--- src/sv/steq_pkg.sv ---
// ----------------------------------------------------------------------------
// steq_pkg
// Shared types and constants of the sorted timer event queue: command and
// result codes, the per-tick firing limit, and the control and status
// bundles between the controller and the datapath.
// ----------------------------------------------------------------------------
package steq_pkg;

  // Input command codes.
  typedef enum logic {
    CmdTick = 1'b0,
    CmdAdd  = 1'b1
  } cmd_e;

  // Result codes carried in event_res.
  localparam logic [1:0] EvAdded = 2'd0;
  localparam logic [1:0] EvFull  = 2'd1;
  localparam logic [1:0] EvFired = 2'd2;

  // At most this many entries fire on one tick.
  localparam int MaxResults = 16;
  localparam int FireCntW   = $clog2(MaxResults);

  // Controller to datapath commands.
  typedef struct packed {
    logic take_in;    // latch the input transaction, advance the tick on a tick
    logic scan_inc;   // step the free-slot scan to the next slot
    logic add_ok;     // insert the new entry and load an added result
    logic add_full;   // load a pool-full result
    logic fire;       // pop the head entry and load a fired result
    logic fire_last;  // last flag of the fired result
  } ctrl_cmd_t;

  // Datapath to controller status.
  typedef struct packed {
    logic slot_free;  // slot under the scan is free
    logic scan_end;   // scan is at the highest slot
    logic has_one;    // at least one entry queued
    logic has_two;    // at least two entries queued
    logic head_due;   // head entry is due at the current tick
    logic next_due;   // entry behind the head is due at the current tick
    logic can_load;   // output register can take a result this cycle
  } dp_status_t;

endpackage

--- src/sv/steq_in_if.sv ---
// ----------------------------------------------------------------------------
// steq_in_if
// Input channel of the sorted timer event queue: one command per transaction.
// ----------------------------------------------------------------------------
interface steq_in_if #(
  parameter int TICK_WIDTH = 32,
  parameter int TAG_WIDTH  = 8
);
  logic                  valid;
  logic                  ready;
  logic                  command;
  logic [TICK_WIDTH-1:0] due_time;
  logic [TAG_WIDTH-1:0]  tag;

  modport source (output valid, command, due_time, tag, input ready);
  modport sink   (input valid, command, due_time, tag, output ready);
endinterface

--- src/sv/steq_out_if.sv ---
// ----------------------------------------------------------------------------
// steq_out_if
// Result channel of the sorted timer event queue: one result per transaction.
// ----------------------------------------------------------------------------
interface steq_out_if #(
  parameter int TICK_WIDTH = 32,
  parameter int TAG_WIDTH  = 8,
  parameter int SLOT_W     = 4
);
  logic                  valid;
  logic                  ready;
  logic [1:0]            event_res;
  logic [SLOT_W-1:0]     slot;
  logic [TAG_WIDTH-1:0]  fired_tag;
  logic [TICK_WIDTH-1:0] entry_time;
  logic [TICK_WIDTH-1:0] now;
  logic                  last;

  modport source (output valid, event_res, slot, fired_tag, entry_time, now, last,
                  input ready);
  modport sink   (input valid, event_res, slot, fired_tag, entry_time, now, last,
                  output ready);
endinterface

--- src/sv/steq_ctrl.sv ---
// ----------------------------------------------------------------------------
// steq_ctrl
// Controller of the sorted timer event queue. Takes one command at a time,
// walks the free-slot scan for an add and pops due entries for a tick.
// ----------------------------------------------------------------------------
module steq_ctrl (
  input  logic                 clk_i,
  input  logic                 rst_ni,
  input  logic                 in_valid_i,
  input  logic                 in_command_i,
  output logic                 in_ready_o,
  input  steq_pkg::dp_status_t status_i,
  output steq_pkg::ctrl_cmd_t  cmd_o
);

  typedef enum logic [1:0] {
    StIdle,
    StScan,
    StFire
  } state_e;

  state_e                        state_q, state_d;
  logic [steq_pkg::FireCntW-1:0] fired_q, fired_d;
  logic                          limit_hit;

  // The last allowed firing of one tick.
  assign limit_hit  = (fired_q == steq_pkg::FireCntW'(steq_pkg::MaxResults - 1));
  assign in_ready_o = (state_q == StIdle);

  // Next state and commands to the datapath.
  always_comb begin
    state_d = state_q;
    fired_d = fired_q;
    cmd_o   = '0;
    case (state_q)
      StIdle: begin
        if (in_valid_i) begin
          cmd_o.take_in = 1'b1;
          fired_d       = '0;
          if (in_command_i == steq_pkg::CmdAdd) begin
            state_d = StScan;
          end else begin
            state_d = StFire;
          end
        end
      end
      StScan: begin
        if (status_i.slot_free) begin
          if (status_i.can_load) begin
            cmd_o.add_ok = 1'b1;
            state_d      = StIdle;
          end
        end else if (status_i.scan_end) begin
          if (status_i.can_load) begin
            cmd_o.add_full = 1'b1;
            state_d        = StIdle;
          end
        end else begin
          cmd_o.scan_inc = 1'b1;
        end
      end
      StFire: begin
        if (status_i.has_one && status_i.head_due) begin
          if (status_i.can_load) begin
            cmd_o.fire      = 1'b1;
            cmd_o.fire_last = limit_hit || !(status_i.has_two && status_i.next_due);
            fired_d         = fired_q + 1'b1;
            if (cmd_o.fire_last) begin
              state_d = StIdle;
            end
          end
        end else begin
          // Nothing due on this tick.
          state_d = StIdle;
        end
      end
      default: begin
        state_d = StIdle;
      end
    endcase
  end

  // State and firing count.
  always_ff @(posedge clk_i or negedge rst_ni) begin
    if (!rst_ni) begin
      state_q <= StIdle;
      fired_q <= '0;
    end else begin
      state_q <= state_d;
      fired_q <= fired_d;
    end
  end

endmodule

--- src/sv/steq_dp.sv ---
// ----------------------------------------------------------------------------
// steq_dp
// Datapath of the sorted timer event queue: tick counter, slot busy flags,
// a row of cells that holds the entries in due-time order, and the output
// register.
// ----------------------------------------------------------------------------
module steq_dp #(
  parameter int NUM_SLOTS  = 16,
  parameter int TICK_WIDTH = 32,
  parameter int TAG_WIDTH  = 8,
  parameter int SLOT_W     = $clog2(NUM_SLOTS),
  parameter int CNT_W      = $clog2(NUM_SLOTS + 1)
) (
  input  logic                  clk_i,
  input  logic                  rst_ni,
  input  steq_pkg::ctrl_cmd_t   cmd_i,
  output steq_pkg::dp_status_t  status_o,
  input  logic                  in_command_i,
  input  logic [TICK_WIDTH-1:0] in_due_time_i,
  input  logic [TAG_WIDTH-1:0]  in_tag_i,
  output logic                  out_valid_o,
  input  logic                  out_ready_i,
  output logic [1:0]            out_event_res_o,
  output logic [SLOT_W-1:0]     out_slot_o,
  output logic [TAG_WIDTH-1:0]  out_fired_tag_o,
  output logic [TICK_WIDTH-1:0] out_entry_time_o,
  output logic [TICK_WIDTH-1:0] out_now_o,
  output logic                  out_last_o
);

  logic [TICK_WIDTH-1:0] now_q;
  logic [NUM_SLOTS-1:0]  busy_q;
  logic [CNT_W-1:0]      cnt_q;
  logic [SLOT_W-1:0]     scan_q;
  logic [TICK_WIDTH-1:0] due_q;
  logic [TAG_WIDTH-1:0]  tag_q;

  logic [TICK_WIDTH-1:0] cell_due_q  [NUM_SLOTS];
  logic [TAG_WIDTH-1:0]  cell_tag_q  [NUM_SLOTS];
  logic [SLOT_W-1:0]     cell_slot_q [NUM_SLOTS];
  logic [NUM_SLOTS-1:0]  place;

  logic                  out_valid_q;
  logic [1:0]            out_ev_q;
  logic [SLOT_W-1:0]     out_slot_q;
  logic [TAG_WIDTH-1:0]  out_tag_q;
  logic [TICK_WIDTH-1:0] out_time_q;
  logic [TICK_WIDTH-1:0] out_now_q;
  logic                  out_last_q;

  // Status toward the controller.
  assign status_o.slot_free = !busy_q[scan_q];
  assign status_o.scan_end  = (scan_q == SLOT_W'(NUM_SLOTS - 1));
  assign status_o.has_one   = (cnt_q != '0);
  assign status_o.has_two   = (cnt_q > CNT_W'(1));
  assign status_o.head_due  = (cell_due_q[0] <= now_q);
  assign status_o.next_due  = (cell_due_q[1] <= now_q);
  assign status_o.can_load  = !out_valid_q || out_ready_i;

  // Control registers: tick count, busy flags, queue length, scan pointer.
  always_ff @(posedge clk_i or negedge rst_ni) begin
    if (!rst_ni) begin
      now_q  <= '0;
      busy_q <= '0;
      cnt_q  <= '0;
      scan_q <= '0;
    end else begin
      if (cmd_i.take_in) begin
        scan_q <= '0;
        if (in_command_i == steq_pkg::CmdTick) begin
          now_q <= now_q + 1'b1;
        end
      end else if (cmd_i.scan_inc) begin
        scan_q <= scan_q + 1'b1;
      end
      if (cmd_i.add_ok) begin
        busy_q[scan_q] <= 1'b1;
        cnt_q          <= cnt_q + 1'b1;
      end else if (cmd_i.fire) begin
        busy_q[cell_slot_q[0]] <= 1'b0;
        cnt_q                  <= cnt_q - 1'b1;
      end
    end
  end

  // Latch of the requested entry.
  always_ff @(posedge clk_i) begin
    if (cmd_i.take_in) begin
      due_q <= in_due_time_i;
      tag_q <= in_tag_i;
    end
  end

  // Row of cells, kept in due-time order. Each cell decides by itself where
  // a new entry lands: the first empty cell or the first one due later.
  for (genvar g = 0; g < NUM_SLOTS; g++) begin : g_cell
    logic                  prev_place;
    logic [TICK_WIDTH-1:0] up_due, dn_due;
    logic [TAG_WIDTH-1:0]  up_tag, dn_tag;
    logic [SLOT_W-1:0]     up_slot, dn_slot;

    assign place[g] = (CNT_W'(g) >= cnt_q) || (cell_due_q[g] > due_q);

    if (g == 0) begin : g_first
      assign prev_place = 1'b0;
      assign up_due     = cell_due_q[g];
      assign up_tag     = cell_tag_q[g];
      assign up_slot    = cell_slot_q[g];
    end else begin : g_rest
      assign prev_place = place[g-1];
      assign up_due     = cell_due_q[g-1];
      assign up_tag     = cell_tag_q[g-1];
      assign up_slot    = cell_slot_q[g-1];
    end

    if (g == NUM_SLOTS - 1) begin : g_tail
      assign dn_due  = cell_due_q[g];
      assign dn_tag  = cell_tag_q[g];
      assign dn_slot = cell_slot_q[g];
    end else begin : g_body
      assign dn_due  = cell_due_q[g+1];
      assign dn_tag  = cell_tag_q[g+1];
      assign dn_slot = cell_slot_q[g+1];
    end

    always_ff @(posedge clk_i) begin
      if (cmd_i.add_ok && place[g]) begin
        if (prev_place) begin
          cell_due_q[g]  <= up_due;
          cell_tag_q[g]  <= up_tag;
          cell_slot_q[g] <= up_slot;
        end else begin
          cell_due_q[g]  <= due_q;
          cell_tag_q[g]  <= tag_q;
          cell_slot_q[g] <= scan_q;
        end
      end else if (cmd_i.fire) begin
        cell_due_q[g]  <= dn_due;
        cell_tag_q[g]  <= dn_tag;
        cell_slot_q[g] <= dn_slot;
      end
    end
  end

  // Output register valid flag.
  always_ff @(posedge clk_i or negedge rst_ni) begin
    if (!rst_ni) begin
      out_valid_q <= 1'b0;
    end else if (cmd_i.add_ok || cmd_i.add_full || cmd_i.fire) begin
      out_valid_q <= 1'b1;
    end else if (out_ready_i) begin
      out_valid_q <= 1'b0;
    end
  end

  // Output register payload.
  always_ff @(posedge clk_i) begin
    if (cmd_i.add_ok) begin
      out_ev_q   <= steq_pkg::EvAdded;
      out_slot_q <= scan_q;
      out_tag_q  <= tag_q;
      out_time_q <= due_q;
      out_now_q  <= now_q;
      out_last_q <= 1'b1;
    end else if (cmd_i.add_full) begin
      out_ev_q   <= steq_pkg::EvFull;
      out_slot_q <= '0;
      out_tag_q  <= tag_q;
      out_time_q <= due_q;
      out_now_q  <= now_q;
      out_last_q <= 1'b1;
    end else if (cmd_i.fire) begin
      out_ev_q   <= steq_pkg::EvFired;
      out_slot_q <= cell_slot_q[0];
      out_tag_q  <= cell_tag_q[0];
      out_time_q <= cell_due_q[0];
      out_now_q  <= now_q;
      out_last_q <= cmd_i.fire_last;
    end
  end

  assign out_valid_o      = out_valid_q;
  assign out_event_res_o  = out_ev_q;
  assign out_slot_o       = out_slot_q;
  assign out_fired_tag_o  = out_tag_q;
  assign out_entry_time_o = out_time_q;
  assign out_now_o        = out_now_q;
  assign out_last_o       = out_last_q;

endmodule

--- src/sv/sorted_timer_event_queue.sv ---
// ----------------------------------------------------------------------------
// sorted_timer_event_queue
// A pool of timer slots kept in due-time order. An add takes the lowest free
// slot and inserts it after every entry due at the same time or earlier; a
// tick advances the tick count and emits the entries now due, in order.
//
//   Channel  Direction  Transaction
//   in_i     sink       command, due_time, tag
//   out_o    source     event_res, slot, fired_tag, entry_time, now, last
//
// During an add the free-slot scan tests one slot per cycle, and all the ordered
// cells take the insert together.
// A tick fires at most 16 of the entries now due, and emits no result when
// nothing is due.
// Reset clears the tick count, the busy flags and the queue length at once.
// A full output register holds back the result of an add, or the firing, until it is taken.
// ----------------------------------------------------------------------------
module sorted_timer_event_queue #(
  parameter int NUM_SLOTS  = 16,
  parameter int TICK_WIDTH = 32,
  parameter int TAG_WIDTH  = 8
) (
  input  logic       clk_i,
  input  logic       rst_ni,
  steq_in_if.sink    in_i,
  steq_out_if.source out_o
);

  steq_pkg::ctrl_cmd_t  cmd;
  steq_pkg::dp_status_t status;
  logic                 in_ready;

  assign in_i.ready = in_ready;

  // Command sequencing.
  steq_ctrl u_ctrl (
    .clk_i        (clk_i),
    .rst_ni       (rst_ni),
    .in_valid_i   (in_i.valid),
    .in_command_i (in_i.command),
    .in_ready_o   (in_ready),
    .status_i     (status),
    .cmd_o        (cmd)
  );

  // Timer storage and result register.
  steq_dp #(
    .NUM_SLOTS  (NUM_SLOTS),
    .TICK_WIDTH (TICK_WIDTH),
    .TAG_WIDTH  (TAG_WIDTH)
  ) u_dp (
    .clk_i            (clk_i),
    .rst_ni           (rst_ni),
    .cmd_i            (cmd),
    .status_o         (status),
    .in_command_i     (in_i.command),
    .in_due_time_i    (in_i.due_time),
    .in_tag_i         (in_i.tag),
    .out_valid_o      (out_o.valid),
    .out_ready_i      (out_o.ready),
    .out_event_res_o  (out_o.event_res),
    .out_slot_o       (out_o.slot),
    .out_fired_tag_o  (out_o.fired_tag),
    .out_entry_time_o (out_o.entry_time),
    .out_now_o        (out_o.now),
    .out_last_o       (out_o.last)
  );

endmodule
--- src/flat_wrapper.sv ---
// flat-port wrapper written by rule: the top's interface ports become plain ports
module sorted_timer_event_queue_flat 
#(
  parameter int NUM_SLOTS  = 16,
  parameter int TICK_WIDTH = 32,
  parameter int TAG_WIDTH  = 8
)
  (clk_i, rst_ni, in_i_valid, in_i_command, in_i_due_time, in_i_tag, in_i_ready, out_o_valid, out_o_event_res, out_o_slot, out_o_fired_tag, out_o_entry_time, out_o_now, out_o_last, out_o_ready);
  steq_in_if #(.TICK_WIDTH(TICK_WIDTH), .TAG_WIDTH(TAG_WIDTH)) in_i_i ();
  steq_out_if #(.TICK_WIDTH(TICK_WIDTH), .TAG_WIDTH(TAG_WIDTH)) out_o_i ();
  input  logic clk_i;
  input  logic rst_ni;
  input wire logic [$bits(in_i_i.valid)-1:0] in_i_valid;
  input wire logic [$bits(in_i_i.command)-1:0] in_i_command;
  input wire logic [$bits(in_i_i.due_time)-1:0] in_i_due_time;
  input wire logic [$bits(in_i_i.tag)-1:0] in_i_tag;
  output wire logic [$bits(in_i_i.ready)-1:0] in_i_ready;
  output wire logic [$bits(out_o_i.valid)-1:0] out_o_valid;
  output wire logic [$bits(out_o_i.event_res)-1:0] out_o_event_res;
  output wire logic [$bits(out_o_i.slot)-1:0] out_o_slot;
  output wire logic [$bits(out_o_i.fired_tag)-1:0] out_o_fired_tag;
  output wire logic [$bits(out_o_i.entry_time)-1:0] out_o_entry_time;
  output wire logic [$bits(out_o_i.now)-1:0] out_o_now;
  output wire logic [$bits(out_o_i.last)-1:0] out_o_last;
  input wire logic [$bits(out_o_i.ready)-1:0] out_o_ready;
  assign in_i_i.valid = in_i_valid;
  assign in_i_i.command = in_i_command;
  assign in_i_i.due_time = in_i_due_time;
  assign in_i_i.tag = in_i_tag;
  assign in_i_ready = in_i_i.ready;
  assign out_o_valid = out_o_i.valid;
  assign out_o_event_res = out_o_i.event_res;
  assign out_o_slot = out_o_i.slot;
  assign out_o_fired_tag = out_o_i.fired_tag;
  assign out_o_entry_time = out_o_i.entry_time;
  assign out_o_now = out_o_i.now;
  assign out_o_last = out_o_i.last;
  assign out_o_i.ready = out_o_ready;
  sorted_timer_event_queue #(.NUM_SLOTS(NUM_SLOTS), .TICK_WIDTH(TICK_WIDTH), .TAG_WIDTH(TAG_WIDTH)) u_core (.clk_i(clk_i), .rst_ni(rst_ni), .in_i(in_i_i), .out_o(out_o_i));
endmodule
--- config.mk ---
export PLATFORM = sky130hd
export DESIGN_NAME = sorted_timer_event_queue_flat
export DESIGN_NICKNAME = d
export VERILOG_FILES = /design/src/sv/steq_pkg.sv /design/src/sv/steq_in_if.sv /design/src/sv/steq_out_if.sv /design/src/sv/steq_ctrl.sv /design/src/sv/steq_dp.sv /design/src/sv/sorted_timer_event_queue.sv /design/src/flat_wrapper.sv
export SDC_FILE = /design/constraint.sdc
export NUM_CORES = 2
export LEC_CHECK = 0
export BUFFER_PORTS_ARGS = -buffer_cell sky130_fd_sc_hd__buf_4
export CORE_MARGIN = 3
export CORE_UTILIZATION = 62
export DETAILED_ROUTE_END_ITERATION = 8
export PLACE_DENSITY = 0.9
export SYNTH_ARGS = -nofsm -noshare
export SYNTH_HDL_FRONTEND = slang
export SYNTH_SLANG_ARGS = --single-unit
--- constraint.sdc ---
create_clock -name clk_i -period 10.3 [get_ports clk_i]
set_input_delay 0.515 -clock clk_i [delete_from_list [all_inputs] [get_ports clk_i]]
set_output_delay 0.515 -clock clk_i [all_outputs]
set_load 0.02 [all_outputs]
==> flow_metrics.env <==
export IMPL_drc=2
export IMPL_synthTopCellsByCount="edfxtp_1, ha_1, a221o_1"
export IMPL_setup_violations=0
export IMPL_die_area_um2=90300
export IMPL_critical_path_startpoint="u_core.u_dp.due_q[14]$_DFFE_PP_"
export IMPL_synth_cell_type_count=92
export IMPL_reg2reg_from="u_core.u_dp.due_q[14]$_DFFE_PP_"
export IMPL_worstPathArrival_ps=6810
export IMPL_die_w_um=301
export IMPL_numCtsBuffers=96
export IMPL_slowest_delay_ps=1080
export IMPL_ys_seq_elements=887
export IMPL_maxCapViolations=0
export IMPL_cts_tree="done"
export IMPL_hpwl_um=126000
export IMPL_routed_wl_um=188000
export IMPL_synthFlopType="edfxtp_1"
export IMPL_cp_start_kind="flop"
export IMPL_nFillCells=5913
export IMPL_drtIter0Drc=7203
export IMPL_ioPinCount=126
export IMPL_power_internal_w=0.0104
export IMPL_combinationalPowerShare_pct=40.7
export IMPL_netlist_top_cells_area="edfxtp_1, ha_1, a221o_1"
export IMPL_synth_fp_nets=5374
export IMPL_timing_setup_tns_ps=0
export IMPL_avgViaCountPerCell=7.57
export IMPL_cpMaxStageDelayCell="or2_1"
export IMPL_rows=107
export IMPL_post_route_period_util_pct=60.9
export IMPL_maxSlewHeadroom_pct=10.8
export IMPL_synth_most_common_cell="edfxtp_1"
export IMPL_antenna_found_initial=4
export IMPL_synth_top_area_share_pct=45.8
export IMPL_fin_hold_ws_ps=-44.8
export IMPL_numPortBuffers=125
export IMPL_required_ps=10840
export IMPL_yosys_area_top_type="edfxtp_1"
export IMPL_dieHeight_um=301
export IMPL_end_kind="flop"
export IMPL_initial_core_util_pct=62.9
export IMPL_wl_per_cell_um=31.3
export IMPL_hp_class="primary input to asynchronous set/reset pin"
export IMPL_slew_viol_final=0
export IMPL_gp_congestion=1.06
export IMPL_async_flop_share_pct=7.22
export IMPL_numClockSinks=887
export IMPL_cts_path_max_buffers=3
export IMPL_first_pass_iters=9
export IMPL_synth_enable_flop_cells=820
export IMPL_crit_type="flop to flop"
export IMPL_htreeDepth=3
export IMPL_clkPwrFrac_pct=21.0
export IMPL_grt_overflow_total=0
export IMPL_syn_to_final_growth_pct=10.3
export IMPL_final_antenna_net_count=0
export IMPL_max_freq_mhz=160
export IMPL_power_switching_w=0.00750
export IMPL_yosysWarnings=0
export IMPL_p_leak_nw=22.8
export IMPL_crit_family="compound AO/OA/AOI/OAI gates"
export IMPL_syn_instance_count=4742
export IMPL_grt_pass1_vias=44197
export IMPL_path_cells="inv_1 -> ha_1 -> a21oi_1 -> nand2_1 -> a21o_1 -> o41a_1 -> o21ai_0 -> or2_1 -> o21a_2 -> a221o_1"
export IMPL_failed_checks="design-rule violations, negative hold slack"
export IMPL_grt_max_degree=236
export IMPL_pwr_density_cell_nw_per_um2=302
export IMPL_dr_total_vias=45361
export IMPL_dpl_cell_count=5789
export IMPL_status="finished, violations left"
export IMPL_ir_drop_v=0.000288
export IMPL_seqPwrFrac_pct=38.3
export IMPL_clk_pin_slew_ps=60
export IMPL_drive_gt1_share_pct=9.58
export IMPL_power_switching_share_pct=41.8
export IMPL_clk_latency_ps=700
export IMPL_cts_root_buf="clkbuf_16"
export IMPL_track_usage_pct=40.8
export IMPL_tightest_slew_ps=1330
export IMPL_hold_viol=12
export IMPL_worstPathMaxFanout=44
export IMPL_rsz0062_at_grt="false"
export IMPL_path_buf_inv=1
export IMPL_period_needed_ps=6270
export IMPL_grt_pass1_wl_um=276000
export IMPL_nets=5392
export IMPL_cts_resized=0
export IMPL_synth_cell_area_um2=53800
export IMPL_yosysSeqAreaShare_pct=48.9
export IMPL_core_um2=85500
export IMPL_final_cells=5991
export IMPL_syn_area_per_cell_um2=11.3
export IMPL_finalClockSkew_ps=35.7
-- layout by cell type, fill, tap and decap left out, types with 9 or more instances in the layout --
| cell | n |
|---|---|
| inv_1 | 138 |
| or3_1 | 10 |
| clkbuf_1 | 12 |
| clkbuf_8 | 11 |
| a22oi_1 | 103 |
| dfrtp_1 | 64 |
| nand2b_1 | 15 |
| nor3_1 | 191 |
| or2_2 | 9 |
| a21oi_1 | 241 |
| bufinv_16 | 15 |
| clkbuf_16 | 98 |
| o21ai_0 | 258 |
| ha_1 | 587 |
| clkinv_2 | 21 |
| clkinv_1 | 10 |
| and2_1 | 223 |
| o21ai_4 | 9 |
| xnor2_1 | 34 |
| nand3_1 | 99 |
| mux2_1 | 40 |
| o21a_1 | 17 |
| nor2_1 | 124 |
| o211ai_1 | 59 |
| nor4_1 | 26 |
| dlygate4sd3_1 | 17 |
| nor2b_1 | 26 |
| nand4_1 | 113 |
| a211oi_1 | 26 |
| a21o_1 | 82 |
| o31ai_1 | 13 |
| o21ai_1 | 9 |
| a221o_1 | 469 |
| and3_1 | 56 |
| edfxtp_1 | 820 |
| and4_1 | 17 |
| buf_4 | 219 |
| nand2_1 | 377 |
-- cell type report --
cell class	count	area, um^2	area share (%)
clock buffers	121	2650	4.46
repair buffers	239	1870	3.16
inverters	139	522	0.879
clock inverters	60	749	1.26
well taps	1144	1430	2.41
multi-input cells	3397	25800	43.5
diodes	4	10.0	0.0169
flip-flops and latches	887	26300	44.3
-- repair_timing --
action	in CTS	in global routing
buffers inserted	0	0
hold buffers	14	3
endpoints found under the hold margin	14	3
-- layer usage --
| metal | up-vias | wire length [um] | GRT usage (%) |
|---|---|---|---|
| met2 | 4093 | 80300 | 60.3 |
| met1 | 21434 | 62700 | 49.6 |
| li1 | 18843 | - | - |
| met3 | 981 | 29900 | 15.6 |
| met5 | - | 163 | 0.974 |
| met4 | 10 | 14500 | 27.0 |
-- through the flow --
stage	util (%)	hold WS [ps]	total power, W	instance area (um^2)	setup WS (ps)
2_1_floorplan	-	219	0.0110	53800	4020
3_3_place_gp	65.2	431	0.0133	55800	4580
3_5_place_dp	65.2	435	0.0137	55800	4410
4_1_cts	69.3	0.508	0.0175	59300	4360
5_1_grt	69.4	0.239	0.0185	59300	3970
6_report	69.4	-44.8	0.0179	59300	4030
-- flip-flops by register name, summed over array words and instances, names as in the netlist, 5 cells and up --
name                          count
u_core.u_dp.busy_q               16
u_core.u_dp.cell_due_q          512
u_core.u_dp.cell_slot_q          64
u_core.u_dp.cell_tag_q          128
u_core.u_dp.cnt_q                 5
u_core.u_dp.due_q                32
u_core.u_dp.now_q                32
u_core.u_dp.out_entry_time_o     32
u_core.u_dp.out_fired_tag_o       8
u_core.u_dp.out_now_o            32
u_core.u_dp.tag_q                 8
-- kinds of logic (layout without fill, tap and decap cells) --
group / Yosys count / count (layout) / synth area share (%)
simple gates: 1343 / 1343 / 12.8
other cells: 0 / 4 / 0
flops: 887 / 887 / 48.9
compound gates: 1376 / 1376 / 19.2
fa+ha+maj: 587 / 587 / 13.7
xor+xnor: 38 / 38 / 0.619
buf+inv: 458 / 559 / 3.71
mux: 53 / 53 / 1.19
-- power by group through the flow --
stage / sequential, W / clock (W) / combinational [W]
floorplan: 0.00647 / 0 / 0.00455
global placement: 0.00678 / 0 / 0.00656
detailed placement: 0.00681 / 0 / 0.00689
CTS: 0.00676 / 0.00376 / 0.00697
global route: 0.00690 / 0.00390 / 0.00773
finish: 0.00687 / 0.00377 / 0.00729
-- final timing paths --
kind	to	slack, ps	cells after the start
setup / recovery	u_core.u_dp.cell_tag_q[0][62]$_DFFE_PP_	4030	10
hold / removal	u_core.u_dp.now_q[7]$_DFFE_PN0P_	-40	1
setup reg to reg	u_core.u_dp.cell_tag_q[0][62]$_DFFE_PP_	4030	10
hold reg to reg	u_core.u_dp.out_now_o[17]$_DFFE_PP_	450	0
max in group asynchronous	u_core.u_dp.out_valid_o$_DFFE_PN0P_	9620	1
min in group clk_i	u_core.u_dp.due_q[14]$_DFFE_PP_	10	1
-- worst reg2reg max path, cell delays in order (launching register included) --
cell and delay (ps):
edfxtp_1 920, inv_1 750, ha_1 580, a21oi_1 160
nand2_1 70, a21o_1 170, o41a_1 370, o21ai_0 670
or2_1 1080, o21a_2 1040, a221o_1 310
(Power assumes the default switching activity.)
